[src/design/script_tokenizer_unit_assert.svh]
// Assertion macros used by the script tokenizer top level.
`ifndef SCRIPT_TOKENIZER_UNIT_ASSERT_SVH
`define SCRIPT_TOKENIZER_UNIT_ASSERT_SVH
`ifndef NO_ASSERTIONS
// Clocked check with an asynchronous active-low reset and a fixed report.
`define STU_ASSERT(label, clk, rst_n, prop) \
	label: assert property (@(posedge clk) disable iff (!rst_n) prop) \
		else $error("script_tokenizer_unit: internal check failed");
// Same check with a caller-supplied report string.
`define STU_ASSERT_MSG(label, clk, rst_n, prop, msg) \
	label: assert property (@(posedge clk) disable iff (!rst_n) prop) \
		else $error(msg);
`else
`define STU_ASSERT(label, clk, rst_n, prop)
`define STU_ASSERT_MSG(label, clk, rst_n, prop, msg)
`endif
`endif

[src/design/stu_pkg.sv]
// Types, constants and helper functions of the script tokenizer.
`timescale 1ns / 1ps
package stu_pkg;

	localparam int IDENT_MAX  = 23;
	localparam int STRING_MAX = 255;
	localparam int LINE_BITS  = 16;
	localparam int QDEPTH     = 4;

	localparam int WLEN_MAX  = (IDENT_MAX > STRING_MAX) ? IDENT_MAX : STRING_MAX;
	localparam int WLEN_BITS = $clog2(WLEN_MAX + 1);
	localparam int QPTR_BITS = (QDEPTH > 1) ? $clog2(QDEPTH) : 1;
	localparam int QCNT_BITS = $clog2(QDEPTH + 1);

	localparam int KIND_W = 6;
	localparam int VAL_W  = 32;
	localparam int BYTE_W = 8;
	localparam int LINE_W = 16;
	localparam int ERR_W  = 3;
	localparam int TDATA_W = 64;

	// Token kinds.
	localparam logic [KIND_W-1:0] K_EOF   = 6'd0;
	localparam logic [KIND_W-1:0] K_NUM   = 6'd1;
	localparam logic [KIND_W-1:0] K_STR   = 6'd2;
	localparam logic [KIND_W-1:0] K_IDENT = 6'd3;
	localparam logic [KIND_W-1:0] K_LPAR  = 6'd4;
	localparam logic [KIND_W-1:0] K_RPAR  = 6'd5;
	localparam logic [KIND_W-1:0] K_LBRC  = 6'd6;
	localparam logic [KIND_W-1:0] K_RBRC  = 6'd7;
	localparam logic [KIND_W-1:0] K_SEMI  = 6'd8;
	localparam logic [KIND_W-1:0] K_COMMA = 6'd9;
	localparam logic [KIND_W-1:0] K_PLUS  = 6'd10;
	localparam logic [KIND_W-1:0] K_MINUS = 6'd11;
	localparam logic [KIND_W-1:0] K_STAR  = 6'd12;
	localparam logic [KIND_W-1:0] K_SLASH = 6'd13;
	localparam logic [KIND_W-1:0] K_PCT   = 6'd14;
	localparam logic [KIND_W-1:0] K_CARET = 6'd15;
	localparam logic [KIND_W-1:0] K_ASSIGN = 6'd16;
	localparam logic [KIND_W-1:0] K_EQ    = 6'd17;
	localparam logic [KIND_W-1:0] K_NE    = 6'd18;
	localparam logic [KIND_W-1:0] K_LT    = 6'd19;
	localparam logic [KIND_W-1:0] K_LE    = 6'd20;
	localparam logic [KIND_W-1:0] K_GT    = 6'd21;
	localparam logic [KIND_W-1:0] K_GE    = 6'd22;
	localparam logic [KIND_W-1:0] K_AND   = 6'd23;
	localparam logic [KIND_W-1:0] K_OR    = 6'd24;
	localparam logic [KIND_W-1:0] K_NOT   = 6'd25;
	localparam logic [KIND_W-1:0] K_IF    = 6'd26;
	localparam logic [KIND_W-1:0] K_ELSE  = 6'd27;
	localparam logic [KIND_W-1:0] K_WHILE = 6'd28;
	localparam logic [KIND_W-1:0] K_FUNC  = 6'd29;
	localparam logic [KIND_W-1:0] K_RET   = 6'd30;
	localparam logic [KIND_W-1:0] K_TRUE  = 6'd31;
	localparam logic [KIND_W-1:0] K_FALSE = 6'd32;
	localparam logic [KIND_W-1:0] K_TEXT  = 6'd33;
	localparam logic [KIND_W-1:0] K_ERR   = 6'd34;

	// Error codes.
	localparam logic [ERR_W-1:0] E_NONE   = 3'd0;
	localparam logic [ERR_W-1:0] E_UNTERM = 3'd1;
	localparam logic [ERR_W-1:0] E_AMP    = 3'd2;
	localparam logic [ERR_W-1:0] E_BAR    = 3'd3;
	localparam logic [ERR_W-1:0] E_BADCH  = 3'd4;

	// Characters.
	localparam logic [7:0] CH_NUL   = 8'h00;
	localparam logic [7:0] CH_TAB   = 8'h09;
	localparam logic [7:0] CH_LF    = 8'h0A;
	localparam logic [7:0] CH_CR    = 8'h0D;
	localparam logic [7:0] CH_SPACE = 8'h20;
	localparam logic [7:0] CH_BANG  = 8'h21;
	localparam logic [7:0] CH_QUOTE = 8'h22;
	localparam logic [7:0] CH_AMP   = 8'h26;
	localparam logic [7:0] CH_SLASH = 8'h2F;
	localparam logic [7:0] CH_ZERO  = 8'h30;
	localparam logic [7:0] CH_LT    = 8'h3C;
	localparam logic [7:0] CH_EQ    = 8'h3D;
	localparam logic [7:0] CH_GT    = 8'h3E;
	localparam logic [7:0] CH_BSL   = 8'h5C;
	localparam logic [7:0] CH_n     = 8'h6E;
	localparam logic [7:0] CH_t     = 8'h74;
	localparam logic [7:0] CH_BAR   = 8'h7C;

	// Keywords packed with the first character in the lowest byte.
	localparam logic [63:0] KW_IF    = 64'h0000_0000_0000_6669;
	localparam logic [63:0] KW_ELSE  = 64'h0000_0000_6573_6C65;
	localparam logic [63:0] KW_WHILE = 64'h0000_0065_6C69_6877;
	localparam logic [63:0] KW_FUNC  = 64'h6E6F_6974_636E_7566;
	localparam logic [63:0] KW_RET   = 64'h0000_6E72_7574_6572;
	localparam logic [63:0] KW_TRUE  = 64'h0000_0000_6575_7274;
	localparam logic [63:0] KW_FALSE = 64'h0000_0065_736C_6166;

	typedef enum logic [7:0] {
		M_IDLE    = 8'b0000_0001,
		M_NUM     = 8'b0000_0010,
		M_IDENT   = 8'b0000_0100,
		M_STR     = 8'b0000_1000,
		M_ESC     = 8'b0001_0000,
		M_COMMENT = 8'b0010_0000,
		M_HELD    = 8'b0100_0000,
		M_DROP    = 8'b1000_0000
	} mode_t;

	typedef struct packed {
		logic [KIND_W-1:0]        kind;
		logic signed [VAL_W-1:0]  value;
		logic [BYTE_W-1:0]        text_byte;
		logic [ERR_W-1:0]         error_code;
	} res_t;

	// One queue entry: the one or two results caused by one character.
	typedef struct packed {
		res_t              r0;
		res_t              r1;
		logic [LINE_W-1:0] line;
		logic              two;
	} entry_t;

	typedef struct packed {
		logic full;
		logic empty;
	} q_stat_t;

	function automatic res_t mk_res(input logic [KIND_W-1:0] kind,
			input logic signed [VAL_W-1:0] value, input logic [BYTE_W-1:0] text_byte,
			input logic [ERR_W-1:0] error_code);
		res_t r;
		r.kind = kind;
		r.value = value;
		r.text_byte = text_byte;
		r.error_code = error_code;
		return r;
	endfunction

	function automatic logic digit_char(input logic [7:0] c);
		return (c >= 8'h30) && (c <= 8'h39);
	endfunction

	function automatic logic letter_char(input logic [7:0] c);
		return (c == 8'h5F) || ((c >= 8'h61) && (c <= 8'h7A)) ||
			((c >= 8'h41) && (c <= 8'h5A));
	endfunction

	// Returns {valid, kind} for single-character operators.
	function automatic logic [KIND_W:0] single_kind(input logic [7:0] c);
		logic [KIND_W:0] r;
		unique case (c)
			8'h28: r = {1'b1, K_LPAR};
			8'h29: r = {1'b1, K_RPAR};
			8'h7B: r = {1'b1, K_LBRC};
			8'h7D: r = {1'b1, K_RBRC};
			8'h3B: r = {1'b1, K_SEMI};
			8'h2C: r = {1'b1, K_COMMA};
			8'h2B: r = {1'b1, K_PLUS};
			8'h2D: r = {1'b1, K_MINUS};
			8'h2A: r = {1'b1, K_STAR};
			8'h25: r = {1'b1, K_PCT};
			8'h5E: r = {1'b1, K_CARET};
			default: r = {1'b0, K_EOF};
		endcase
		return r;
	endfunction

	function automatic logic is_holdable(input logic [7:0] c);
		return (c == CH_EQ) || (c == CH_BANG) || (c == CH_LT) || (c == CH_GT) ||
			(c == CH_AMP) || (c == CH_BAR) || (c == CH_SLASH);
	endfunction

	// Kind of a held character that turned out to stand alone.
	function automatic logic [KIND_W-1:0] held_alone(input logic [7:0] h);
		logic [KIND_W-1:0] k;
		unique case (h)
			CH_EQ:   k = K_ASSIGN;
			CH_BANG: k = K_NOT;
			CH_LT:   k = K_LT;
			CH_GT:   k = K_GT;
			default: k = K_SLASH;
		endcase
		return k;
	endfunction

	function automatic logic [KIND_W-1:0] ident_kind(input logic [WLEN_BITS-1:0] len,
			input logic [63:0] kbuf);
		logic [KIND_W-1:0] k;
		priority if (len == WLEN_BITS'(2) && kbuf == KW_IF) k = K_IF;
		else if (len == WLEN_BITS'(4) && kbuf == KW_ELSE) k = K_ELSE;
		else if (len == WLEN_BITS'(5) && kbuf == KW_WHILE) k = K_WHILE;
		else if (len == WLEN_BITS'(8) && kbuf == KW_FUNC) k = K_FUNC;
		else if (len == WLEN_BITS'(6) && kbuf == KW_RET) k = K_RET;
		else if (len == WLEN_BITS'(4) && kbuf == KW_TRUE) k = K_TRUE;
		else if (len == WLEN_BITS'(5) && kbuf == KW_FALSE) k = K_FALSE;
		else k = K_IDENT;
		return k;
	endfunction

endpackage

[src/design/stu_front.sv]
// Front end: scans one character per transfer and forms the results it causes.
`timescale 1ns / 1ps
module stu_front (
	input  logic                 clk,
	input  logic                 arst_n,
	input  logic                 take,
	input  logic [7:0]           ch,
	output logic                 push,
	output stu_pkg::entry_t      wdata
);

	stu_pkg::mode_t                   mode_q, mode_d;
	logic [31:0]                      acc_q, acc_d;
	logic [stu_pkg::WLEN_BITS-1:0]    wlen_q, wlen_d;
	logic [63:0]                      kbuf_q, kbuf_d;
	logic [7:0]                       held_q, held_d;
	logic [stu_pkg::LINE_BITS-1:0]    line_q, line_d;

	// Outcome of treating ch as the start of a new token.
	logic            idle_v;
	stu_pkg::res_t   idle_r;
	stu_pkg::mode_t  idle_mode;
	logic            idle_restart, idle_line_inc, idle_num, idle_ident, idle_str, idle_held;
	logic [stu_pkg::KIND_W:0] sk;

	// Result of the current mode, possibly followed by the idle outcome.
	logic            p_v, do_idle;
	stu_pkg::res_t   p_r;
	logic [7:0]      esc_ch;
	logic [63:0]     kbuf_ins;

	always_comb begin
		sk = stu_pkg::single_kind(ch);
		idle_v = 1'b0;
		idle_r = stu_pkg::mk_res(stu_pkg::K_EOF, '0, '0, stu_pkg::E_NONE);
		idle_mode = stu_pkg::M_IDLE;
		idle_restart = 1'b0;
		idle_line_inc = 1'b0;
		idle_num = 1'b0;
		idle_ident = 1'b0;
		idle_str = 1'b0;
		idle_held = 1'b0;
		priority if (ch == stu_pkg::CH_NUL) begin
			idle_v = 1'b1;
			idle_restart = 1'b1;
		end else if (ch == stu_pkg::CH_LF) begin
			idle_line_inc = 1'b1;
		end else if (ch == stu_pkg::CH_SPACE || ch == stu_pkg::CH_TAB ||
				ch == stu_pkg::CH_CR) begin
			idle_mode = stu_pkg::M_IDLE;
		end else if (stu_pkg::digit_char(ch)) begin
			idle_mode = stu_pkg::M_NUM;
			idle_num = 1'b1;
		end else if (stu_pkg::letter_char(ch)) begin
			idle_mode = stu_pkg::M_IDENT;
			idle_ident = 1'b1;
			idle_v = 1'b1;
			idle_r = stu_pkg::mk_res(stu_pkg::K_TEXT, '0, ch, stu_pkg::E_NONE);
		end else if (ch == stu_pkg::CH_QUOTE) begin
			idle_mode = stu_pkg::M_STR;
			idle_str = 1'b1;
		end else if (sk[stu_pkg::KIND_W]) begin
			idle_v = 1'b1;
			idle_r = stu_pkg::mk_res(sk[stu_pkg::KIND_W-1:0], '0, '0, stu_pkg::E_NONE);
		end else if (stu_pkg::is_holdable(ch)) begin
			idle_mode = stu_pkg::M_HELD;
			idle_held = 1'b1;
		end else begin
			// Unknown character; a zero byte never reaches this arm.
			idle_v = 1'b1;
			idle_r = stu_pkg::mk_res(stu_pkg::K_ERR, '0, '0, stu_pkg::E_BADCH);
			idle_mode = stu_pkg::M_DROP;
		end
	end

	always_comb begin
		esc_ch = ch;
		if (ch == stu_pkg::CH_n) esc_ch = stu_pkg::CH_LF;
		else if (ch == stu_pkg::CH_t) esc_ch = stu_pkg::CH_TAB;
	end

	always_comb begin
		kbuf_ins = kbuf_q;
		for (int i = 0; i < 8; i++) begin
			if (wlen_q < stu_pkg::WLEN_BITS'(8) && wlen_q[2:0] == 3'(i))
				kbuf_ins[8*i +: 8] = ch;
		end
	end

	always_comb begin
		mode_d = mode_q;
		acc_d = acc_q;
		wlen_d = wlen_q;
		kbuf_d = kbuf_q;
		held_d = held_q;
		line_d = line_q;
		p_v = 1'b0;
		p_r = stu_pkg::mk_res(stu_pkg::K_EOF, '0, '0, stu_pkg::E_NONE);
		do_idle = 1'b0;

		unique case (mode_q)
			stu_pkg::M_DROP: begin
				if (ch == stu_pkg::CH_NUL) begin
					mode_d = stu_pkg::M_IDLE;
					acc_d = '0;
					wlen_d = '0;
					kbuf_d = '0;
					held_d = '0;
					line_d = stu_pkg::LINE_BITS'(1);
				end
			end
			stu_pkg::M_STR: begin
				priority if ((wlen_q >= stu_pkg::WLEN_BITS'(stu_pkg::STRING_MAX) &&
						ch != stu_pkg::CH_QUOTE) || ch == stu_pkg::CH_NUL) begin
					p_v = 1'b1;
					p_r = stu_pkg::mk_res(stu_pkg::K_ERR, '0, '0, stu_pkg::E_UNTERM);
					mode_d = stu_pkg::M_DROP;
					if (ch == stu_pkg::CH_NUL) begin
						mode_d = stu_pkg::M_IDLE;
						acc_d = '0;
						wlen_d = '0;
						kbuf_d = '0;
						held_d = '0;
						line_d = stu_pkg::LINE_BITS'(1);
					end
				end else if (ch == stu_pkg::CH_QUOTE) begin
					p_v = 1'b1;
					p_r = stu_pkg::mk_res(stu_pkg::K_STR, stu_pkg::VAL_W'(wlen_q), '0,
						stu_pkg::E_NONE);
					mode_d = stu_pkg::M_IDLE;
					wlen_d = '0;
				end else if (ch == stu_pkg::CH_BSL) begin
					mode_d = stu_pkg::M_ESC;
				end else begin
					p_v = 1'b1;
					p_r = stu_pkg::mk_res(stu_pkg::K_TEXT, '0, ch, stu_pkg::E_NONE);
					wlen_d = wlen_q + 1'b1;
				end
			end
			stu_pkg::M_ESC: begin
				if (ch == stu_pkg::CH_NUL) begin
					p_v = 1'b1;
					p_r = stu_pkg::mk_res(stu_pkg::K_ERR, '0, '0, stu_pkg::E_UNTERM);
					mode_d = stu_pkg::M_IDLE;
					acc_d = '0;
					wlen_d = '0;
					kbuf_d = '0;
					held_d = '0;
					line_d = stu_pkg::LINE_BITS'(1);
				end else begin
					p_v = 1'b1;
					p_r = stu_pkg::mk_res(stu_pkg::K_TEXT, '0, esc_ch, stu_pkg::E_NONE);
					wlen_d = wlen_q + 1'b1;
					mode_d = stu_pkg::M_STR;
				end
			end
			stu_pkg::M_COMMENT: begin
				if (ch == stu_pkg::CH_LF || ch == stu_pkg::CH_NUL) begin
					mode_d = stu_pkg::M_IDLE;
					do_idle = 1'b1;
				end
			end
			stu_pkg::M_NUM: begin
				if (stu_pkg::digit_char(ch)) begin
					acc_d = (acc_q << 3) + (acc_q << 1) + 32'(ch - stu_pkg::CH_ZERO);
				end else begin
					p_v = 1'b1;
					p_r = stu_pkg::mk_res(stu_pkg::K_NUM, acc_q, '0, stu_pkg::E_NONE);
					mode_d = stu_pkg::M_IDLE;
					acc_d = '0;
					do_idle = 1'b1;
				end
			end
			stu_pkg::M_IDENT: begin
				if (stu_pkg::letter_char(ch) || stu_pkg::digit_char(ch)) begin
					if (wlen_q < stu_pkg::WLEN_BITS'(stu_pkg::IDENT_MAX)) begin
						kbuf_d = kbuf_ins;
						wlen_d = wlen_q + 1'b1;
						p_v = 1'b1;
						p_r = stu_pkg::mk_res(stu_pkg::K_TEXT, '0, ch, stu_pkg::E_NONE);
					end
				end else begin
					p_v = 1'b1;
					p_r = stu_pkg::mk_res(stu_pkg::ident_kind(wlen_q, kbuf_q), '0, '0,
						stu_pkg::E_NONE);
					mode_d = stu_pkg::M_IDLE;
					wlen_d = '0;
					kbuf_d = '0;
					do_idle = 1'b1;
				end
			end
			stu_pkg::M_HELD: begin
				held_d = '0;
				mode_d = stu_pkg::M_IDLE;
				priority if (ch == stu_pkg::CH_EQ && (held_q == stu_pkg::CH_EQ ||
						held_q == stu_pkg::CH_BANG || held_q == stu_pkg::CH_LT ||
						held_q == stu_pkg::CH_GT)) begin
					p_v = 1'b1;
					p_r = stu_pkg::mk_res((held_q == stu_pkg::CH_EQ) ? stu_pkg::K_EQ :
						(held_q == stu_pkg::CH_BANG) ? stu_pkg::K_NE :
						(held_q == stu_pkg::CH_LT) ? stu_pkg::K_LE : stu_pkg::K_GE,
						'0, '0, stu_pkg::E_NONE);
				end else if (held_q == stu_pkg::CH_AMP || held_q == stu_pkg::CH_BAR) begin
					p_v = 1'b1;
					if (ch == held_q) begin
						p_r = stu_pkg::mk_res((held_q == stu_pkg::CH_AMP) ? stu_pkg::K_AND :
							stu_pkg::K_OR, '0, '0, stu_pkg::E_NONE);
					end else begin
						p_r = stu_pkg::mk_res(stu_pkg::K_ERR, '0, '0,
							(held_q == stu_pkg::CH_AMP) ? stu_pkg::E_AMP : stu_pkg::E_BAR);
						mode_d = stu_pkg::M_DROP;
						if (ch == stu_pkg::CH_NUL) begin
							mode_d = stu_pkg::M_IDLE;
							acc_d = '0;
							wlen_d = '0;
							kbuf_d = '0;
							line_d = stu_pkg::LINE_BITS'(1);
						end
					end
				end else if (held_q == stu_pkg::CH_SLASH && ch == stu_pkg::CH_SLASH) begin
					mode_d = stu_pkg::M_COMMENT;
				end else begin
					p_v = 1'b1;
					p_r = stu_pkg::mk_res(stu_pkg::held_alone(held_q), '0, '0,
						stu_pkg::E_NONE);
					do_idle = 1'b1;
				end
			end
			default: begin
				do_idle = 1'b1;
			end
		endcase

		if (do_idle) begin
			mode_d = idle_mode;
			if (idle_restart) begin
				acc_d = '0;
				wlen_d = '0;
				kbuf_d = '0;
				held_d = '0;
				line_d = stu_pkg::LINE_BITS'(1);
			end
			if (idle_line_inc && line_q != '1) line_d = line_q + 1'b1;
			if (idle_num) acc_d = 32'(ch - stu_pkg::CH_ZERO);
			if (idle_ident) begin
				kbuf_d = 64'(ch);
				wlen_d = stu_pkg::WLEN_BITS'(1);
			end
			if (idle_str) wlen_d = '0;
			if (idle_held) held_d = ch;
		end
	end

	// The line number seen by both results is the one before this character.
	always_comb begin
		wdata.r0 = p_v ? p_r : idle_r;
		wdata.r1 = idle_r;
		wdata.two = p_v && do_idle && idle_v;
		wdata.line = stu_pkg::LINE_W'(line_q);
		push = take && (p_v || (do_idle && idle_v));
	end

	always_ff @(posedge clk or negedge arst_n) begin
		if (!arst_n) begin
			mode_q <= stu_pkg::M_IDLE;
			acc_q <= '0;
			wlen_q <= '0;
			kbuf_q <= '0;
			held_q <= '0;
			line_q <= stu_pkg::LINE_BITS'(1);
		end else if (take) begin
			mode_q <= mode_d;
			acc_q <= acc_d;
			wlen_q <= wlen_d;
			kbuf_q <= kbuf_d;
			held_q <= held_d;
			line_q <= line_d;
		end
	end

endmodule

[src/design/stu_fifo.sv]
// Short queue of result entries between the front end and the output stage.
`timescale 1ns / 1ps
module stu_fifo (
	input  logic                 clk,
	input  logic                 arst_n,
	input  logic                 push,
	input  stu_pkg::entry_t      wdata,
	input  logic                 pop,
	output stu_pkg::entry_t      rdata,
	output stu_pkg::q_stat_t     stat
);

	stu_pkg::entry_t                 mem_q [stu_pkg::QDEPTH];
	logic [stu_pkg::QPTR_BITS-1:0]   wptr_q, rptr_q;
	logic [stu_pkg::QCNT_BITS-1:0]   cnt_q;

	assign stat.full  = (cnt_q == stu_pkg::QCNT_BITS'(stu_pkg::QDEPTH));
	assign stat.empty = (cnt_q == '0);
	assign rdata = mem_q[rptr_q];

	always_ff @(posedge clk) begin
		if (push) mem_q[wptr_q] <= wdata;
	end

	always_ff @(posedge clk or negedge arst_n) begin
		if (!arst_n) begin
			wptr_q <= '0;
			rptr_q <= '0;
			cnt_q <= '0;
		end else begin
			if (push) begin
				wptr_q <= (wptr_q == stu_pkg::QPTR_BITS'(stu_pkg::QDEPTH - 1)) ? '0 :
					wptr_q + 1'b1;
			end
			if (pop) begin
				rptr_q <= (rptr_q == stu_pkg::QPTR_BITS'(stu_pkg::QDEPTH - 1)) ? '0 :
					rptr_q + 1'b1;
			end
			if (push && !pop) cnt_q <= cnt_q + 1'b1;
			else if (pop && !push) cnt_q <= cnt_q - 1'b1;
		end
	end

endmodule

[src/design/stu_back.sv]
// Output stage: sends the one or two results of each queue entry in order.
`timescale 1ns / 1ps
module stu_back (
	input  logic                 clk,
	input  logic                 arst_n,
	input  stu_pkg::entry_t      rdata,
	input  stu_pkg::q_stat_t     stat,
	output logic                 pop,
	output logic                 m_tvalid,
	input  logic                 m_tready,
	output logic [stu_pkg::TDATA_W-1:0] m_tdata,
	output logic [stu_pkg::KIND_W-1:0]  m_tuser,
	output logic                 m_tlast
);

	stu_pkg::entry_t  cur_q;
	logic             valid_q, sel_q;
	stu_pkg::res_t    res;
	logic             fire, done;

	assign res = sel_q ? cur_q.r1 : cur_q.r0;
	assign fire = valid_q && m_tready;
	assign done = fire && m_tlast;
	assign pop = !stat.empty && (!valid_q || done);

	assign m_tvalid = valid_q;
	assign m_tlast = sel_q || !cur_q.two;
	assign m_tuser = res.kind;
	assign m_tdata = stu_pkg::TDATA_W'({res.error_code, cur_q.line, res.text_byte, res.value});

	always_ff @(posedge clk) begin
		if (pop) cur_q <= rdata;
	end

	always_ff @(posedge clk or negedge arst_n) begin
		if (!arst_n) begin
			valid_q <= 1'b0;
			sel_q <= 1'b0;
		end else if (pop) begin
			valid_q <= 1'b1;
			sel_q <= 1'b0;
		end else if (done) begin
			valid_q <= 1'b0;
			sel_q <= 1'b0;
		end else if (fire) begin
			sel_q <= 1'b1;
		end
	end

endmodule

[src/design/script_tokenizer_unit.sv]
// Top level of the streaming script tokenizer.
`timescale 1ns / 1ps
// Usage: source characters arrive on the slave stream, one per transfer, in
// s_tdata[7:0]; a zero byte ends the source. Tokens leave on the master stream:
// m_tuser carries the token kind and m_tdata the value, text byte, line number
// and error code. m_tlast marks the final result caused by one character.
// The front end scans one character per cycle while the queue has room, and
// writes the one or two results it causes as a single entry into a four-entry
// queue. The output stage drains that queue at one result per cycle while
// the receiver is ready, so a character causing two results holds the output
// for both; sustained throughput is one character per cycle when each causes
// at most one result, set by the single output port. An accepted character's
// results pass through the queue and the output stage register before they
// show on m_tvalid. When the receiver stalls, results wait in the output
// stage and the queue, and s_tready falls only once the queue is full, so
// input keeps flowing while a result waits. Reset clears the scanner state to
// idle between tokens with line one and empties the queue and the output stage.
`include "script_tokenizer_unit_assert.svh"
module script_tokenizer_unit (
	input  logic        clk,
	input  logic        arst_n,
	input  logic        s_tvalid,
	output logic        s_tready,
	input  logic [7:0]  s_tdata,   // [7:0] ch
	output logic        m_tvalid,
	input  logic        m_tready,
	output logic [63:0] m_tdata,   // [31:0] value, [39:32] text_byte, [55:40] line,
	                               // [58:56] error_code, [63:59] zero
	output logic [5:0]  m_tuser,   // [5:0] kind
	output logic        m_tlast    // last result of this character
);

	logic               take, push, pop;
	stu_pkg::entry_t    wdata, rdata;
	stu_pkg::q_stat_t   q_stat;

	// A transfer is taken whenever the queue has room for its results.
	assign s_tready = !q_stat.full;
	assign take = s_tvalid && s_tready;

	stu_front u_front (
		.clk    (clk),
		.arst_n (arst_n),
		.take   (take),
		.ch     (s_tdata),
		.push   (push),
		.wdata  (wdata)
	);

	stu_fifo u_fifo (
		.clk    (clk),
		.arst_n (arst_n),
		.push   (push),
		.wdata  (wdata),
		.pop    (pop),
		.rdata  (rdata),
		.stat   (q_stat)
	);

	stu_back u_back (
		.clk      (clk),
		.arst_n   (arst_n),
		.rdata    (rdata),
		.stat     (q_stat),
		.pop      (pop),
		.m_tvalid (m_tvalid),
		.m_tready (m_tready),
		.m_tdata  (m_tdata),
		.m_tuser  (m_tuser),
		.m_tlast  (m_tlast)
	);

	// The front end never writes an entry into a full queue.
	`STU_ASSERT(a_no_push_full, clk, arst_n, push |-> !q_stat.full)
	// The output stage never reads an empty queue.
	`STU_ASSERT(a_no_pop_empty, clk, arst_n, pop |-> !q_stat.empty)
	// With nothing queued, the final result of an entry leaves the output empty.
	`STU_ASSERT_MSG(a_drain_idle, clk, arst_n,
		(m_tvalid && m_tready && m_tlast && q_stat.empty) |=> !m_tvalid,
		"script_tokenizer_unit: output stage did not drain")

endmodule

[config.mk]
export PLATFORM = sky130hd
export DESIGN_NAME = script_tokenizer_unit
export DESIGN_NICKNAME = d
export VERILOG_FILES = /design/src/design/stu_pkg.sv /design/src/design/stu_front.sv /design/src/design/stu_fifo.sv /design/src/design/stu_back.sv /design/src/design/script_tokenizer_unit.sv
export VERILOG_INCLUDE_DIRS = /design/src /design/src/design
export SDC_FILE = /design/constraint.sdc
export NUM_CORES = 1
export LEC_CHECK = 0
export BUFFER_PORTS_ARGS = -buffer_cell sky130_fd_sc_hd__buf_2
export CORE_ASPECT_RATIO = 1.75
export CORE_MARGIN = 1
export CORE_UTILIZATION = 40
export CTS_CLUSTER_SIZE = 16
export DETAILED_ROUTE_END_ITERATION = 10
export SLEW_MARGIN = 30
export SYNTH_ARGS = -nofsm -noshare
export SYNTH_HDL_FRONTEND = slang
export SYNTH_HIERARCHICAL = 1
export SYNTH_SLANG_ARGS = --single-unit
[constraint.sdc]
create_clock -name clk -period 7.9 [get_ports clk]
set_clock_uncertainty 0.2 [all_clocks]
set_input_delay 1.58 -clock clk [delete_from_list [all_inputs] [get_ports clk]]
set_output_delay 1.58 -clock clk [all_outputs]
set_load 0.02 [all_outputs]
==> results.yml <==
outcome:
  outcome: "complete, no violations"
die:
  die_w_um: 218
  core_area_um2: 81000
  initial_core_util_pct: 40.4
  num_rows: 138
  die-height_um: 380
  io_pins: 85
  die_area_um2: 83000
critical_path:
  worstSetupPathType: "in2reg"
  crit_path_frequent_cell: "nor2_1"
  cp_cell_sequence: "buf_2 > ha_1 > nand2_1 > o2111a_1 > nor2_1 > or4_4 > nor2_8 > nor3_1 > nor2_1 > nor2_1 > and2_4 > buf_4"
  cp-start-kind: "primary input"
  worst_ep_required_time_ns: 8.03
  cpPeakStageDelay_ns: 0.71
  arrival_ns: 6.14
  crit_fanout: 35
  slowest_stage: "and2_4"
  endpoint_kind: "flip-flop"
placed_design:
  placed_area_um2: 34100
  place.gp.congestion: 0.967
  portBuffers: 79
  dp_hpwl_mm: 55.1
global_routing:
  grt_overflow_total: 0
  track_usage_pct: 19.9
  grt_pass1_vias: 20000
  grt_max_degree: 64
  grt_pass1_wl_mm: 123
  antenna_found_initial: 0
timing:
  finalSetupTns_ns: 0
  max_slew.worst_pin.slew_ns: 0.946
  finalSetupViolations: 0
  maxSlewHeadroom_pct: 36.3
  fin_crit_sh_pct: 76.0
  hold_violations: 0
  rsz0062_at_grt: "false"
  maxSlewViolCount: 0
  holdWs_ns: 0.284
  layout_min_cycle_time_ns: 6.01
  timing.fmax_ghz: 0.166
clocking:
  cts_resized: 0
  cts_buffers: 69
  cts_tree: "yes"
  clk_pin_slew_ns: 0.06
  clockRootBuffer: "clkbuf_16"
  cts.sinks: 720
  clock_latency_ns: 0.64
  cts.path.max_buffers: 3
  cts_hold_buffers: 0
  post-cts-setup-buffer-count: 0
  h-tree-depth: 3
synthesis:
  synth_top_area_cell: "edfxtp_1"
  synth_edf_count: 575
  async_reset_ff_share_pct: 20.1
  synthFlopType: "edfxtp_1"
  syn_area_um2: 32700
  synth_area_leaders: "edfxtp_1 53%, dfrtp_1 11%, mux4_2 7.9%"
  yosysUniqueCellTypes: 96
  syn_inst: 2143
  ys_seq_area_share_pct: 63.8
  ys_seq_elements: 720
  yosysWarnings: 6
  synth_top_area_share_pct: 52.8
  avgSynthCellArea_um2: 15.3
routing:
  routed_via_density: 5.62
  drt-total-wl_mm: 80.3
  first_iter_violations: 1307
  post-route-drc-count: 0
  via_count: 18700
  wl_per_cell_um: 24.2
  postRouteAntennaNets: 0
  dr.pass1.iters: 5
finish:
  n_fill_cell: 7055
  n_antenna_cell: 0
  final_nets: 2307
  multi_input_area_um2: 10900
  area_growth_pct: 11.7
  stdcell_area_um2: 36500
  seq_area_um2: 20900
  drive_above_1_share_pct: 19.7
flow_run:
  max-cap-violations: 0
power_and_ir_drop:
  ir_worst_vdd_uv: 225
  p_leak_nw: 13.3
  powerDensity_nw_per_um2: 364
  total_power_mw: 13.3
worst_hold_path:
  hp-class: "reg2reg"
critical path, delay by kind of cell:
kind            cells  cell delay [ns]
buf+inv             2             0.78
fa+ha+maj           1             0.52
compound gates      1             0.48
simple gates        8             2.73
cells by family after synthesis:
kind of cell / count (synthesis) / share of synthesized area (%)
other cells: 2 / 0.0229
compound gates: 401 / 8.59
xor+xnor: 47 / 1.26
simple gates: 530 / 8.75
fa+ha+maj: 79 / 3.71
mux: 170 / 10.4
buf+inv: 194 / 3.46
flops: 720 / 63.8
per-layer routing:
metal | GRT usage (%) | wire (um) | part of all wire (%)
met5 | 0 | 0 | 0
met4 | 10.8 | 4450 | 5.5
met3 | 2.86 | 2950 | 3.7
met2 | 35.9 | 43000 | 54
met1 | 22.2 | 29900 | 37
cell type report:
class,count,share of cell area (%)
clock buffer,81,4.91
clock inverter,46,1.64
inverter,36,0.370
multi-input combinational,1268,29.9
sequential,720,57.2
tap,1050,3.59
timing repair buffer,121,2.42
metrics by stage:
step                setup WS (ns)  std cells  util (%)
floorplan                   0.385       2182         -
global placement             1.43       3193      42.1
detailed placement           1.28       3194      42.1
CTS                          1.95       3321      45.1
global route                 1.61       3322      45.1
finish                       1.89       3322      45.1
final timing paths:
check / startpoint / endpoint / slack [ns] / cells after the start
max: s_tdata[4] / u_fifo/mem_q[3][37] / 1.89 / 12
max reg2reg: u_front/mode_q[3] / u_fifo/mem_q[3][37] / 3.32 / 11
min in group asynchronous: arst_n / u_front/kbuf_q[49] / 0.72 / 1
min reg2reg: u_front/kbuf_q[31] / u_front/kbuf_q[31] / 0.28 / 1
min: u_front/kbuf_q[31] / u_front/kbuf_q[31] / 0.28 / 1
max in group asynchronous: arst_n / u_front/line_q[2] / 5.63 / 2
registers in the layout, indices dropped and copies added, names as in the netlist, 3 cells and up:
| name | flops |
|---|---|
| u_front/kbuf_q | 64 |
| u_fifo/cnt_q | 3 |
| u_fifo/mem_q | 460 |
| u_back/m_tdata | 16 |
| u_front/acc_q | 32 |
| u_back/cur_q | 99 |
| u_front/line_q | 16 |
| u_front/mode_q | 8 |
| u_front/wlen_q | 8 |
| u_front/held_q | 8 |
Yosys cell counts (29+ instances only):
library cell / count
xnor2_1: 29
a21oi_1: 86
ha_1: 49
edfxtp_1: 575
dfrtp_1: 143
and2_1: 33
and3_1: 42
nand3_1: 47
o21ai_0: 80
buf_4: 61
nand2_1: 129
clkbuf_1: 52
mux4_2: 115
fa_1: 30
a22o_1: 74
nor2_1: 101
mux2_4: 49
inv_1: 35
where the power goes:
part           internal, mW  switching [mW]  total, mW
clock network          2.02            1.47       3.49
logic                  1.77            2.32       4.10
registers              5.21           0.511       5.72
layout by cell type, fill, tap and decap left out, types with 12 or more instances in the layout:
cell type / instances
edfxtp_1: 575
dfrtp_1: 140
nand2_1: 129
mux4_2: 115
nor2_1: 101
a21oi_1: 85
o21ai_0: 79
buf_2: 78
a22o_1: 74
clkbuf_16: 70
mux2_4: 49
ha_1: 49
nand3_1: 47
conb_1: 41
and3_1: 41
inv_1: 35
fa_1: 30
buf_4: 29
xnor2_1: 29
and2_1: 29
nor4_1: 25
nor3_1: 23
nand4_1: 20
o21ai_1: 20
xor2_1: 18
a21o_1: 15
nor2b_1: 15
nand4b_1: 12
(Power assumes the default switching activity.)
